===== config.mk =====
export PLATFORM = sky130hd
export DESIGN_NAME = periodic_task_dispatcher
export DESIGN_NICKNAME = d
export VERILOG_FILES = /design/src/rtl/pdt_pkg.sv /design/src/rtl/pdt_cell.sv /design/src/rtl/periodic_task_dispatcher.sv
export SDC_FILE = /design/constraint.sdc
export NUM_CORES = 2
export LEC_CHECK = 0
export ABC_AREA = 1
export BUFFER_PORTS_ARGS = -buffer_cell sky130_fd_sc_hd__buf_2
export CORE_MARGIN = 2
export CORE_UTILIZATION = 50
export CTS_CLUSTER_SIZE = 25
export DETAILED_ROUTE_END_ITERATION = 7
export PLACE_DENSITY = 0.65
export SLEW_MARGIN = 20
export SYNTH_ARGS = -nofsm -noshare
export SYNTH_HDL_FRONTEND = slang
export SYNTH_HIERARCHICAL = 1
export SYNTH_SLANG_ARGS = --single-unit

===== constraint.sdc =====
create_clock -name clk -period 6.7 [get_ports clk]
set_input_delay 1.005 -clock clk [delete_from_list [all_inputs] [get_ports clk]]
set_output_delay 1.005 -clock clk [all_outputs]
set_load 0.005 [all_outputs]

===== src/rtl/pdt_pkg.sv =====
// ----------------------------------------------------------------------------
// pdt_pkg: shared types and constants of the periodic task dispatcher
// Holds the table size, request and status codes and the structs that
// travel between the dispatcher control and its row of task cells.
// ----------------------------------------------------------------------------
`default_nettype none

package pdt_pkg;

  localparam int MAX_TASKS = 16;
  localparam int IDX_W     = (MAX_TASKS > 1) ? $clog2(MAX_TASKS) : 1;
  localparam int CNT_W     = $clog2(MAX_TASKS + 1);
  localparam int TICK_W    = 32;

  localparam logic [1:0] REQ_TICK    = 2'd0;
  localparam logic [1:0] REQ_CREATE  = 2'd1;
  localparam logic [1:0] REQ_SUSPEND = 2'd2;
  localparam logic [1:0] REQ_RESUME  = 2'd3;

  localparam logic [1:0] STAT_OK      = 2'd0;
  localparam logic [1:0] STAT_FULL    = 2'd1;
  localparam logic [1:0] STAT_INVALID = 2'd2;

  typedef enum logic [1:0] {
    ST_IDLE,
    ST_SCAN,
    ST_DONE
  } state_t;

  // scan token handed from cell to cell, one cell per cycle
  typedef struct packed {
    logic              active;
    logic [TICK_W-1:0] now;
  } tok_t;

  // table write command for one cell
  typedef struct packed {
    logic              create;
    logic              set_susp;
    logic              susp_val;
    logic [TICK_W-1:0] period;
  } wr_t;

endpackage

`default_nettype wire


===== src/rtl/pdt_cell.sv =====
// ----------------------------------------------------------------------------
// pdt_cell: one task entry of the dispatcher table
// Stores period, last run tick and suspended mark. When the scan token
// sits in this cell it checks whether the task is due and, if so, records
// the tick as its last run; it passes the token on to the next cell.
// ----------------------------------------------------------------------------
`default_nettype none

module pdt_cell (
  input  wire logic          clk,
  input  wire logic          rst_n,
  input  wire pdt_pkg::tok_t tok_i,
  output pdt_pkg::tok_t      tok_o,
  input  wire pdt_pkg::wr_t  wr_i,
  input  wire logic          live_i,
  output logic               due_o
);

  pdt_pkg::tok_t                    tok_r;
  logic [pdt_pkg::TICK_W-1:0]       period_r;
  logic [pdt_pkg::TICK_W-1:0]       last_r;
  logic                             susp_r;
  logic [pdt_pkg::TICK_W-1:0]       elapsed;

  always_ff @(posedge clk) begin
    if (!rst_n) begin
      tok_r <= '0;
    end else begin
      tok_r <= tok_i;
    end
  end

  // wrapped distance since last run
  assign elapsed = tok_r.now - last_r;
  assign due_o   = tok_r.active & live_i & ~susp_r & (elapsed >= period_r);
  assign tok_o   = tok_r;

  always_ff @(posedge clk) begin
    if (wr_i.create) begin
      period_r <= wr_i.period;
      last_r   <= '0;
      susp_r   <= 1'b0;
    end else begin
      if (wr_i.set_susp) begin
        susp_r <= wr_i.susp_val;
      end
      if (due_o) begin
        last_r <= tok_r.now;
      end
    end
  end

endmodule

`default_nettype wire


===== src/rtl/periodic_task_dispatcher.sv =====
// ----------------------------------------------------------------------------
// periodic_task_dispatcher: cooperative periodic task scheduler
// Keeps a row of task cells and sweeps a tick token through them, one
// cell per cycle, reporting each due task in index order.
// ----------------------------------------------------------------------------
//  channel  | handshake              | payload
//  ---------+------------------------+-----------------------------------------
//  input    | start, busy            | in_req_type, in_period, in_task_id
//  result   | out_strobe (no stall)  | out_status, out_due_valid, out_due_task,
//           |                        | out_last_of_run
//  config   | cfg_we                 | cfg_wdata (enable)
//
//  Create, suspend, resume and disabled ticks: result beat in the cycle
//  after the accepting edge; the next item may be accepted at the edge
//  that takes that beat.
//  Enabled tick: the token walks MAX_TASKS cells, one per cycle, so busy
//  stays high through ST_SCAN and ST_DONE; the final beat leaves in the
//  cycle that busy drops, and the next item may be accepted at the edge
//  that takes it. The length of the cell row sets the length of the scan.
//  Synchronous reset clears the counter, task count, enable and control;
//  table entries are written by create before they are ever read.
// ----------------------------------------------------------------------------
`default_nettype none

module periodic_task_dispatcher (
  input  wire logic        clk,
  input  wire logic        rst_n,
  input  wire logic        start,
  output logic             busy,
  input  wire logic [1:0]  in_req_type,
  input  wire logic [31:0] in_period,
  input  wire logic [7:0]  in_task_id,
  output logic             out_strobe,
  output logic [1:0]       out_status,
  output logic             out_due_valid,
  output logic [3:0]       out_due_task,
  output logic             out_last_of_run,
  input  wire logic        cfg_we,
  input  wire logic        cfg_wdata
);

  localparam int N = pdt_pkg::MAX_TASKS;

  pdt_pkg::state_t                state_r, state_nxt;
  logic [pdt_pkg::TICK_W-1:0]     tick_r, tick_nxt;
  logic [pdt_pkg::CNT_W-1:0]      count_r, count_nxt;
  logic [pdt_pkg::IDX_W-1:0]      scan_idx_r, scan_idx_nxt;
  logic                           pend_r, pend_nxt;
  logic [pdt_pkg::IDX_W-1:0]      pend_idx_r, pend_idx_nxt;
  logic                           enable_r;

  logic                           out_strobe_r, out_strobe_nxt;
  logic [1:0]                     out_status_r, out_status_nxt;
  logic                           out_due_valid_r, out_due_valid_nxt;
  logic [3:0]                     out_due_task_r, out_due_task_nxt;
  logic                           out_last_r, out_last_nxt;

  logic                           accept;
  logic                           do_create;
  logic                           do_susp;
  logic                           id_ok;
  logic                           due_any;
  pdt_pkg::tok_t                  launch;
  pdt_pkg::tok_t                  tok  [N];
  pdt_pkg::wr_t                   wr   [N];
  logic [N-1:0]                   live;
  logic [N-1:0]                   due;

  assign busy    = (state_r != pdt_pkg::ST_IDLE);
  assign accept  = start & ~busy;
  assign id_ok   = ({1'b0, in_task_id} < 9'(count_r));
  assign due_any = |due;

  // ---------------------------------------------------------------- cell row
  for (genvar i = 0; i < N; i++) begin : g_cell
    assign live[i] = (count_r > pdt_pkg::CNT_W'(i));
    if (i == 0) begin : g_head
      pdt_cell u_cell (
        .clk    (clk),
        .rst_n  (rst_n),
        .tok_i  (launch),
        .tok_o  (tok[i]),
        .wr_i   (wr[i]),
        .live_i (live[i]),
        .due_o  (due[i])
      );
    end else begin : g_body
      pdt_cell u_cell (
        .clk    (clk),
        .rst_n  (rst_n),
        .tok_i  (tok[i-1]),
        .tok_o  (tok[i]),
        .wr_i   (wr[i]),
        .live_i (live[i]),
        .due_o  (due[i])
      );
    end
  end

  always_comb begin
    for (int i = 0; i < N; i++) begin
      wr[i].create   = do_create & (count_r == pdt_pkg::CNT_W'(i));
      wr[i].set_susp = do_susp & ({1'b0, in_task_id} == 9'(i));
      wr[i].susp_val = (in_req_type == pdt_pkg::REQ_SUSPEND);
      wr[i].period   = in_period;
    end
  end

  // ---------------------------------------------------------------- control
  always_ff @(posedge clk) begin
    if (!rst_n) begin
      state_r      <= pdt_pkg::ST_IDLE;
      tick_r       <= '0;
      count_r      <= '0;
      enable_r     <= 1'b0;
      out_strobe_r <= 1'b0;
      scan_idx_r   <= '0;
      pend_r       <= 1'b0;
    end else begin
      state_r      <= state_nxt;
      tick_r       <= tick_nxt;
      count_r      <= count_nxt;
      out_strobe_r <= out_strobe_nxt;
      scan_idx_r   <= scan_idx_nxt;
      pend_r       <= pend_nxt;
      if (cfg_we) begin
        enable_r <= cfg_wdata;
      end
    end
  end

  always_ff @(posedge clk) begin
    pend_idx_r      <= pend_idx_nxt;
    out_status_r    <= out_status_nxt;
    out_due_valid_r <= out_due_valid_nxt;
    out_due_task_r  <= out_due_task_nxt;
    out_last_r      <= out_last_nxt;
  end

  always_comb begin
    state_nxt         = state_r;
    tick_nxt          = tick_r;
    count_nxt         = count_r;
    scan_idx_nxt      = scan_idx_r;
    pend_nxt          = pend_r;
    pend_idx_nxt      = pend_idx_r;
    out_strobe_nxt    = 1'b0;
    out_status_nxt    = pdt_pkg::STAT_OK;
    out_due_valid_nxt = 1'b0;
    out_due_task_nxt  = '0;
    out_last_nxt      = 1'b1;
    do_create         = 1'b0;
    do_susp           = 1'b0;
    launch.active     = 1'b0;
    launch.now        = tick_r;

    case (state_r)
      pdt_pkg::ST_IDLE: begin
        if (accept) begin
          case (in_req_type)
            pdt_pkg::REQ_TICK: begin
              if (enable_r) begin
                launch.active = 1'b1;
                tick_nxt      = tick_r + 1'b1;
                scan_idx_nxt  = '0;
                pend_nxt      = 1'b0;
                state_nxt     = pdt_pkg::ST_SCAN;
              end else begin
                out_strobe_nxt = 1'b1;
              end
            end
            pdt_pkg::REQ_CREATE: begin
              out_strobe_nxt = 1'b1;
              if (count_r >= pdt_pkg::CNT_W'(N)) begin
                out_status_nxt = pdt_pkg::STAT_FULL;
              end else begin
                do_create = 1'b1;
                count_nxt = count_r + 1'b1;
              end
            end
            default: begin
              out_strobe_nxt = 1'b1;
              if (id_ok) begin
                do_susp = 1'b1;
              end else begin
                out_status_nxt = pdt_pkg::STAT_INVALID;
              end
            end
          endcase
        end
      end
      pdt_pkg::ST_SCAN: begin
        // hold one due task back so the final beat can carry last_of_run
        if (due_any) begin
          if (pend_r) begin
            out_strobe_nxt    = 1'b1;
            out_due_valid_nxt = 1'b1;
            out_due_task_nxt  = 4'(pend_idx_r);
            out_last_nxt      = 1'b0;
          end
          pend_nxt     = 1'b1;
          pend_idx_nxt = scan_idx_r;
        end
        if (scan_idx_r == pdt_pkg::IDX_W'(N - 1)) begin
          state_nxt = pdt_pkg::ST_DONE;
        end else begin
          scan_idx_nxt = scan_idx_r + 1'b1;
        end
      end
      pdt_pkg::ST_DONE: begin
        out_strobe_nxt    = 1'b1;
        out_due_valid_nxt = pend_r;
        out_due_task_nxt  = pend_r ? 4'(pend_idx_r) : 4'd0;
        pend_nxt          = 1'b0;
        state_nxt         = pdt_pkg::ST_IDLE;
      end
      default: begin
        state_nxt = pdt_pkg::ST_IDLE;
      end
    endcase
  end

  assign out_strobe      = out_strobe_r;
  assign out_status      = out_status_r;
  assign out_due_valid   = out_due_valid_r;
  assign out_due_task    = out_due_task_r;
  assign out_last_of_run = out_last_r;

endmodule

`default_nettype wire


Word level (Yosys, flattened, before mapping)
Cells that the tools add are included.
{"block": "op_classes", "mux": 38, "magnitude_cmp": 34, "n_shift": 0, "add_sub_neg": 19, "multipliers": 0, "reduce_logical": 17, "bitwise": 99, "n_eq_ne": 41, "n_div": 0}
{"operator": ">= comparator 32 bit", "count": 16}
{"operator": "subtractor 32 bit", "count": 16}
{"operator": "bitwise AND 1 bit", "count": 81}
{"operator": "equality test 8 x 4 -> 1 bit (second input constant)", "count": 8}
{"operator": "equality test 5 x 4 -> 1 bit (second input constant)", "count": 8}
{"operator": "greater-than comparator 5 x 4 -> 1 bit (second input constant)", "count": 8}
{"operator": "adder 32 x 1 -> 32 bit (second input constant)", "count": 1}
{"operator": "equality test 8 x 3 -> 1 bit (second input constant)", "count": 4}
{"operator": "2-to-1 mux 4 bit", "count": 6}
{"operator": "equality test 5 x 3 -> 1 bit (second input constant)", "count": 4}
{"operator": "greater-than comparator 5 x 3 -> 1 bit (second input constant)", "count": 4}
{"operator": "2-to-1 mux 1 bit", "count": 20}
{"operator": "NOT 1 bit", "count": 18}
{"operator": "equality test 8 x 2 -> 1 bit (second input constant)", "count": 2}
{"operator": "case mux 4 bit (2 select lines)", "count": 2}
{"operator": "AND reduction 4 bit", "count": 4}
{"operator": "OR reduction 16 bit", "count": 1}
{"operator": "equality test 5 x 2 -> 1 bit (second input constant)", "count": 2}
{"operator": "greater-than comparator 5 x 1 -> 1 bit (second input constant)", "count": 2}
{"operator": "greater-than comparator 5 x 2 -> 1 bit (second input constant)", "count": 2}
{"operator": "2-to-1 mux 2 bit", "count": 5}
{"operator": "!= test 2 bit (second input constant)", "count": 5}
{"operator": "AND reduction 5 bit", "count": 2}
{"operator": "equality test 8 x 1 -> 1 bit (second input constant)", "count": 1}
{"operator": "19 further kinds", "count": 26}
{"block": "word_totals", "romBits": 0, "memories": 0, "output_inout_bits": 10, "ramBits": 0, "inputBits": 47, "elab_cells": 340, "latchBits": 0, "regBits": 1626}

Depth between registers and ports, before layout
{"block": "logic_depth", "word_depth": 7, "ltp_mapped": 30, "ltp_nobuf": 30}

Modules after synthesis
Netlist, hierarchy kept.
{"module": "pdt_cell at g_cell[11].g_body.u_cell ...", "instances": 9, "cells_per_inst": 807, "seq_area_each_um2": 2282.2, "area_per_inst_um2": 6092.1}
{"module": "pdt_cell at g_cell[0].g_head.u_cell ...", "instances": 5, "cells_per_inst": 819, "seq_area_each_um2": 2282.2, "area_per_inst_um2": 6088.3}
{"module": "pdt_cell at g_cell[9].g_body.u_cell", "instances": 1, "cells_per_inst": 806, "seq_area_each_um2": 2282.2, "area_per_inst_um2": 6223.5}
{"module": "pdt_cell at g_cell[13].g_body.u_cell", "instances": 1, "cells_per_inst": 829, "seq_area_each_um2": 2282.2, "area_per_inst_um2": 6114.6}
{"module": "periodic_task_dispatcher", "instances": 1, "cells_per_inst": 545, "seq_area_each_um2": 1201.2, "area_per_inst_um2": 3589.7}

Worst setup path after synthesis
OpenSTA, ideal clock, no wires.
{"block": "synth_path", "path_type": "input -> register", "startpoint": "input start", "endpoint": "register g_cell[3].g_body.u_cell/last_r[10] (netlist name)", "path_stages": 9, "n_path_buf": 2, "arrival_time_ns": 5.534, "setup_slack_ns": 1.051, "setup_time_ns": 0.115, "required_time_ns": 6.585, "cell_sequence": "nand2_4 inv_2 nand3_1 clkbuf_1 nor4_1 inv_1 buf_1 nand2_1 nor2_1"}
{"item": "start: declaration", "line": "periodic_task_dispatcher.sv:28", "text": "input wire logic start,"}
{"item": "end signal: assignment", "line": "pdt_cell.sv:48", "text": "last_r <= tok_r.now;"}
{"item": "end: declaration", "line": "pdt_cell.sv:21", "text": "logic [pdt_pkg::TICK_W-1:0] last_r;"}

Final worst setup path
{"block": "layout_path", "startpoint": "register g_cell[7].g_body.u_cell.tok_r (netlist bit g_cell[7].g_body.u_cell/tok_o[0])", "endpoint": "register out_due_task_r[2] (netlist: out_due_task[2])"}
{"block": "layout_via", "elab_chain_cells": 6}
{"item": "start: declaration", "line": "pdt_cell.sv:19", "text": "pdt_pkg::tok_t tok_r;"}
{"item": "start signal: assignment", "line": "pdt_cell.sv:29", "text": "tok_r <= tok_i;"}
{"item": "subtractor 32 bit", "line": "pdt_cell.sv:34", "text": "assign elapsed = tok_r.now - last_r;"}
{"item": ">= comparator 32 bit", "line": "pdt_cell.sv:35", "text": "assign due_o = tok_r.active & live_i & ~susp_r & (elapsed >= period_r);"}
{"item": "bitwise AND 1 bit", "line": "pdt_cell.sv:35"}
{"item": "net due[7]", "line": "periodic_task_dispatcher.sv:67", "text": "logic [N-1:0] due;"}
{"item": "OR reduction 16 bit", "line": "periodic_task_dispatcher.sv:72", "text": "assign due_any = |due;"}
{"item": "2-to-1 mux 4 bit", "line": "periodic_task_dispatcher.sv:194", "text": "if (due_any) begin"}
{"item": "case mux 4 bit (2 select lines)", "line": "periodic_task_dispatcher.sv:157", "text": "case (state_r)"}
{"item": "net out_due_task_nxt[2]", "line": "periodic_task_dispatcher.sv:55", "text": "logic [3:0] out_due_task_r, out_due_task_nxt;"}
{"item": "end signal: assignment", "line": "periodic_task_dispatcher.sv:136", "text": "out_due_task_r <= out_due_task_nxt;"}
{"item": "end: declaration", "line": "periodic_task_dispatcher.sv:55"}
The timed path passes the listed nets, and every way through them passes these cells.
A chain may end at the register's enable or synchronous reset.

==> impl_metrics.json <==
{
  "finish.instance_area_um2": 110000,
  "worstMarginPinSlew_ns": 1.15,
  "critPathArrivalTime_ns": 5.68,
  "finalWirelength_mm": 312,
  "cts.htree.levels": 4,
  "syn_avg_cell_area_um2": 7.48,
  "grt_pass1_wl_mm": 477,
  "clock_path_buffers": 3,
  "vias": 87300,
  "cts_buffers": 182,
  "num_rows": 165,
  "finalHoldViolCount": 0,
  "track_usage_pct": 29.9,
  "gp_congestion": 0.944,
  "rsz0062_at_grt": "false",
  "syn_area_um2": 101000,
  "final_cells": 16400,
  "min_path_type": "in -> reg",
  "multi_input_area_um2": 51600,
  "leakagePower_nw": 57.6,
  "slew_headroom_pct": 23.1,
  "post_drt_wl_per_cell_um": 19.1,
  "drv_cap": 0,
  "synth_seq_cells": 1626,
  "layout_common_cells": "2675 x nand2_1, 2658 x inv_1, 1467 x a21oi_1",
  "yosys_warnings": 6,
  "rrSetupSlack_ns": 1.74,
  "cts_sinks": 1626,
  "critPathKind": "reg -> reg",
  "cp-end-kind": "flop",
  "dr.first_iter.drc_count": 6978,
  "ys_seq_area_share_pct": 37.3,
  "cts_setup_buffers": 0,
  "worst_ep_required_time_ns": 7.42,
  "pin_count": 57,
  "period_minus_slack_ns": 4.96,
  "post-route-drc-count": 0,
  "viasPerCell": 5.32,
  "place_area_um2": 104000,
  "initial_core_util_pct": 50.2,
  "dieArea_um2": 206000,
  "nFillCells": 19400,
  "synthFlopType": "dfxtp_1",
  "finalSetupViolations": 0,
  "fmax_mhz": 202,
  "fin_crit_sh_pct": 74.0,
  "grt_overflow": 0,
  "post-place-cells": 16000,
  "area.sequential_um2": 37700,
  "ir_worst_vdd_v": 0.000272,
  "root_buffer": "clkbuf_16",
  "area_growth_pct": 8.59,
  "path_max_fanout": 6,
  "start_kind": "flop",
  "clk_latency_ns": 0.85,
  "dieWidth_um": 454,
  "path_common_cell": "nand2_1",
  "die_y_um": 454,
  "whs_ns": 0.353,
  "core_um2": 202000,
  "num-nets-final": 14600,
  "p_per_area_nw_per_um2": 196,
  "synth_cell_types": 49,
  "hold_buffers": 0,
  "antenna_found_initial": 28,
  "synthCells": 13500,
  "ant_nets": 0,
  "hpwl_mm": 228,
  "cts_tree": "yes",
  "slowest_delay_ns": 0.53,
  "status": "finished clean",
  "layout-drive-gt1-share_pct": 5.58,
  "fin_util_pct": 54.5,
  "portBuffers": 56,
  "grt_pass1_vias": 82900,
  "finClkSkew_ns": 0.0294,
  "drt-pass1-iter-count": 7,
  "finalMaxSlewViolations": 0,
  "cts_resized": 0,
  "grt_max_degree": 179,
  "tns_ns": 0,
  "synth-edff-count": 516,
  "ys_async_sr_fraction_pct": 0,
  "synth_fp_nets": 14600,
  "critPathSlowestCell": "nor2_1",
  "final_common_cell": "nand2_1",
  "clk_pin_slew_worst_paths_ns": 0.06
}
==> power breakdown <==
group / switching [mW] / internal (mW)
Clock: 4.35 / 6.01
Combinational: 0.760 / 0.255
Sequential: 0.0117 / 10.2
==> cell usage after synthesis (22+ instances only) <==
| cell type | count | area (um2) |
|---|---|---|
| xor2_1 | 280 | 2450 |
| nand2_1 | 2675 | 10000 |
| a21oi_1 | 1467 | 7340 |
| ha_1 | 1023 | 12800 |
| a31oi_1 | 22 | 138 |
| nor4_1 | 28 | 175 |
| buf_6 | 95 | 1070 |
| nor2_1 | 1168 | 4380 |
| dfxtp_1 | 1110 | 22200 |
| xnor2_1 | 122 | 1070 |
| inv_1 | 2664 | 10000 |
| nor2_2 | 77 | 482 |
| nand3_1 | 756 | 3780 |
| nand3b_1 | 23 | 173 |
| nand2_2 | 50 | 313 |
| o21bai_1 | 59 | 443 |
| buf_2 | 61 | 305 |
| nand3_2 | 30 | 300 |
| clkbuf_1 | 125 | 469 |
| o211ai_1 | 36 | 270 |
| a21o_1 | 65 | 488 |
| o21ai_0 | 364 | 1820 |
| buf_1 | 47 | 176 |
| edfxtp_1 | 516 | 15500 |
| nor3_1 | 140 | 701 |
| o21ai_1 | 50 | 250 |
| o21ai_2 | 44 | 385 |
| nand4_1 | 179 | 1120 |
| o21a_1 | 89 | 668 |
| a21boi_0 | 23 | 173 |
| a21oi_2 | 24 | 210 |
==> layer usage <==
layer | GRT usage, % | part of all wire, %
met1 | 38.4 | 43
met2 | 49.2 | 47
met3 | 3.49 | 5.4
met4 | 15.5 | 4.7
met5 | 0 | 0.0080
==> stage by stage <==
step,setup slack [ns],power (mW)
6_report,1.74,21.6
5_1_grt,1.46,22.2
4_1_cts,1.79,21.8
3_5_place_dp,1.84,11.4
3_3_place_gp,1.93,11.4
2_1_floorplan,1.05,11.1
==> logic make-up (layout without fill, tap and decap cells) <==
logic type | count (synthesis) | count (layout) | share of synthesized area [%]
AND/OR/NAND/NOR | 5180 | 5180 | 21.9
buffers and inverters | 3000 | 3139 | 11.9
AO/OA/AOI/OAI | 2291 | 2291 | 12.5
flip-flops | 1626 | 1626 | 37.3
adder cells (fa/ha/maj) | 1039 | 1039 | 13.0
XOR/XNOR | 402 | 402 | 3.48
other | 0 | 49 | 0
==> registers in the layout (all words and copies together), names as in the netlist <==
name / count
count_r: 5
enable_r: 1
g_cell.g_body.u_cell/last_r: 480
g_cell.g_body.u_cell/period_r: 480
g_cell.g_body.u_cell/susp_r: 15
g_cell.g_body.u_cell/tok_o: 495
g_cell.g_head.u_cell/last_r: 32
g_cell.g_head.u_cell/period_r: 32
g_cell.g_head.u_cell/susp_r: 1
g_cell.g_head.u_cell/tok_o: 33
out_due_task: 4
out_due_valid: 1
out_last_of_run: 1
out_status: 2
out_strobe: 1
pend_idx_r: 4
pend_r: 1
scan_idx_r: 4
state_r: 2
tick_r: 32
==> worst paths after layout <==
check,from,endpoint,cells after the start
worst min register to register,g_cell[10].g_body.u_cell/tok_o[32]$_SDFF_PN0_,g_cell[11].g_body.u_cell/tok_o[32]$_SDFF_PN0_,2
worst max-delay path,g_cell[7].g_body.u_cell/tok_o[0]$_SDFF_PN0_,out_due_task[2]$_DFF_P_,26
worst min-delay path,cfg_we,enable_r$_SDFFE_PN0P_,2
worst max register to register,g_cell[7].g_body.u_cell/tok_o[0]$_SDFF_PN0_,out_due_task[2]$_DFF_P_,26
==> final cells by class <==
class / count / share of cell area (%)
inverter: 2671 / 9.12
tap: 2672 / 3.04
multi-input combinational: 8912 / 47.0
timing repair buffer: 126 / 0.765
clock inverter: 83 / 0.808
sequential: 1626 / 34.3
antenna: 49 / 0.112
clock buffer: 259 / 4.85
==> critical path, delay by kind of cell, from the launching register on <==
family	cells	cell delay (ns)
compound gates	5	0.82
xor+xnor	1	0.21
fa+ha+maj	3	0.80
buf+inv	3	0.25
flops	1	0.31
simple gates	14	2.42
No activity file was read; power rests on OpenSTA's default activity.
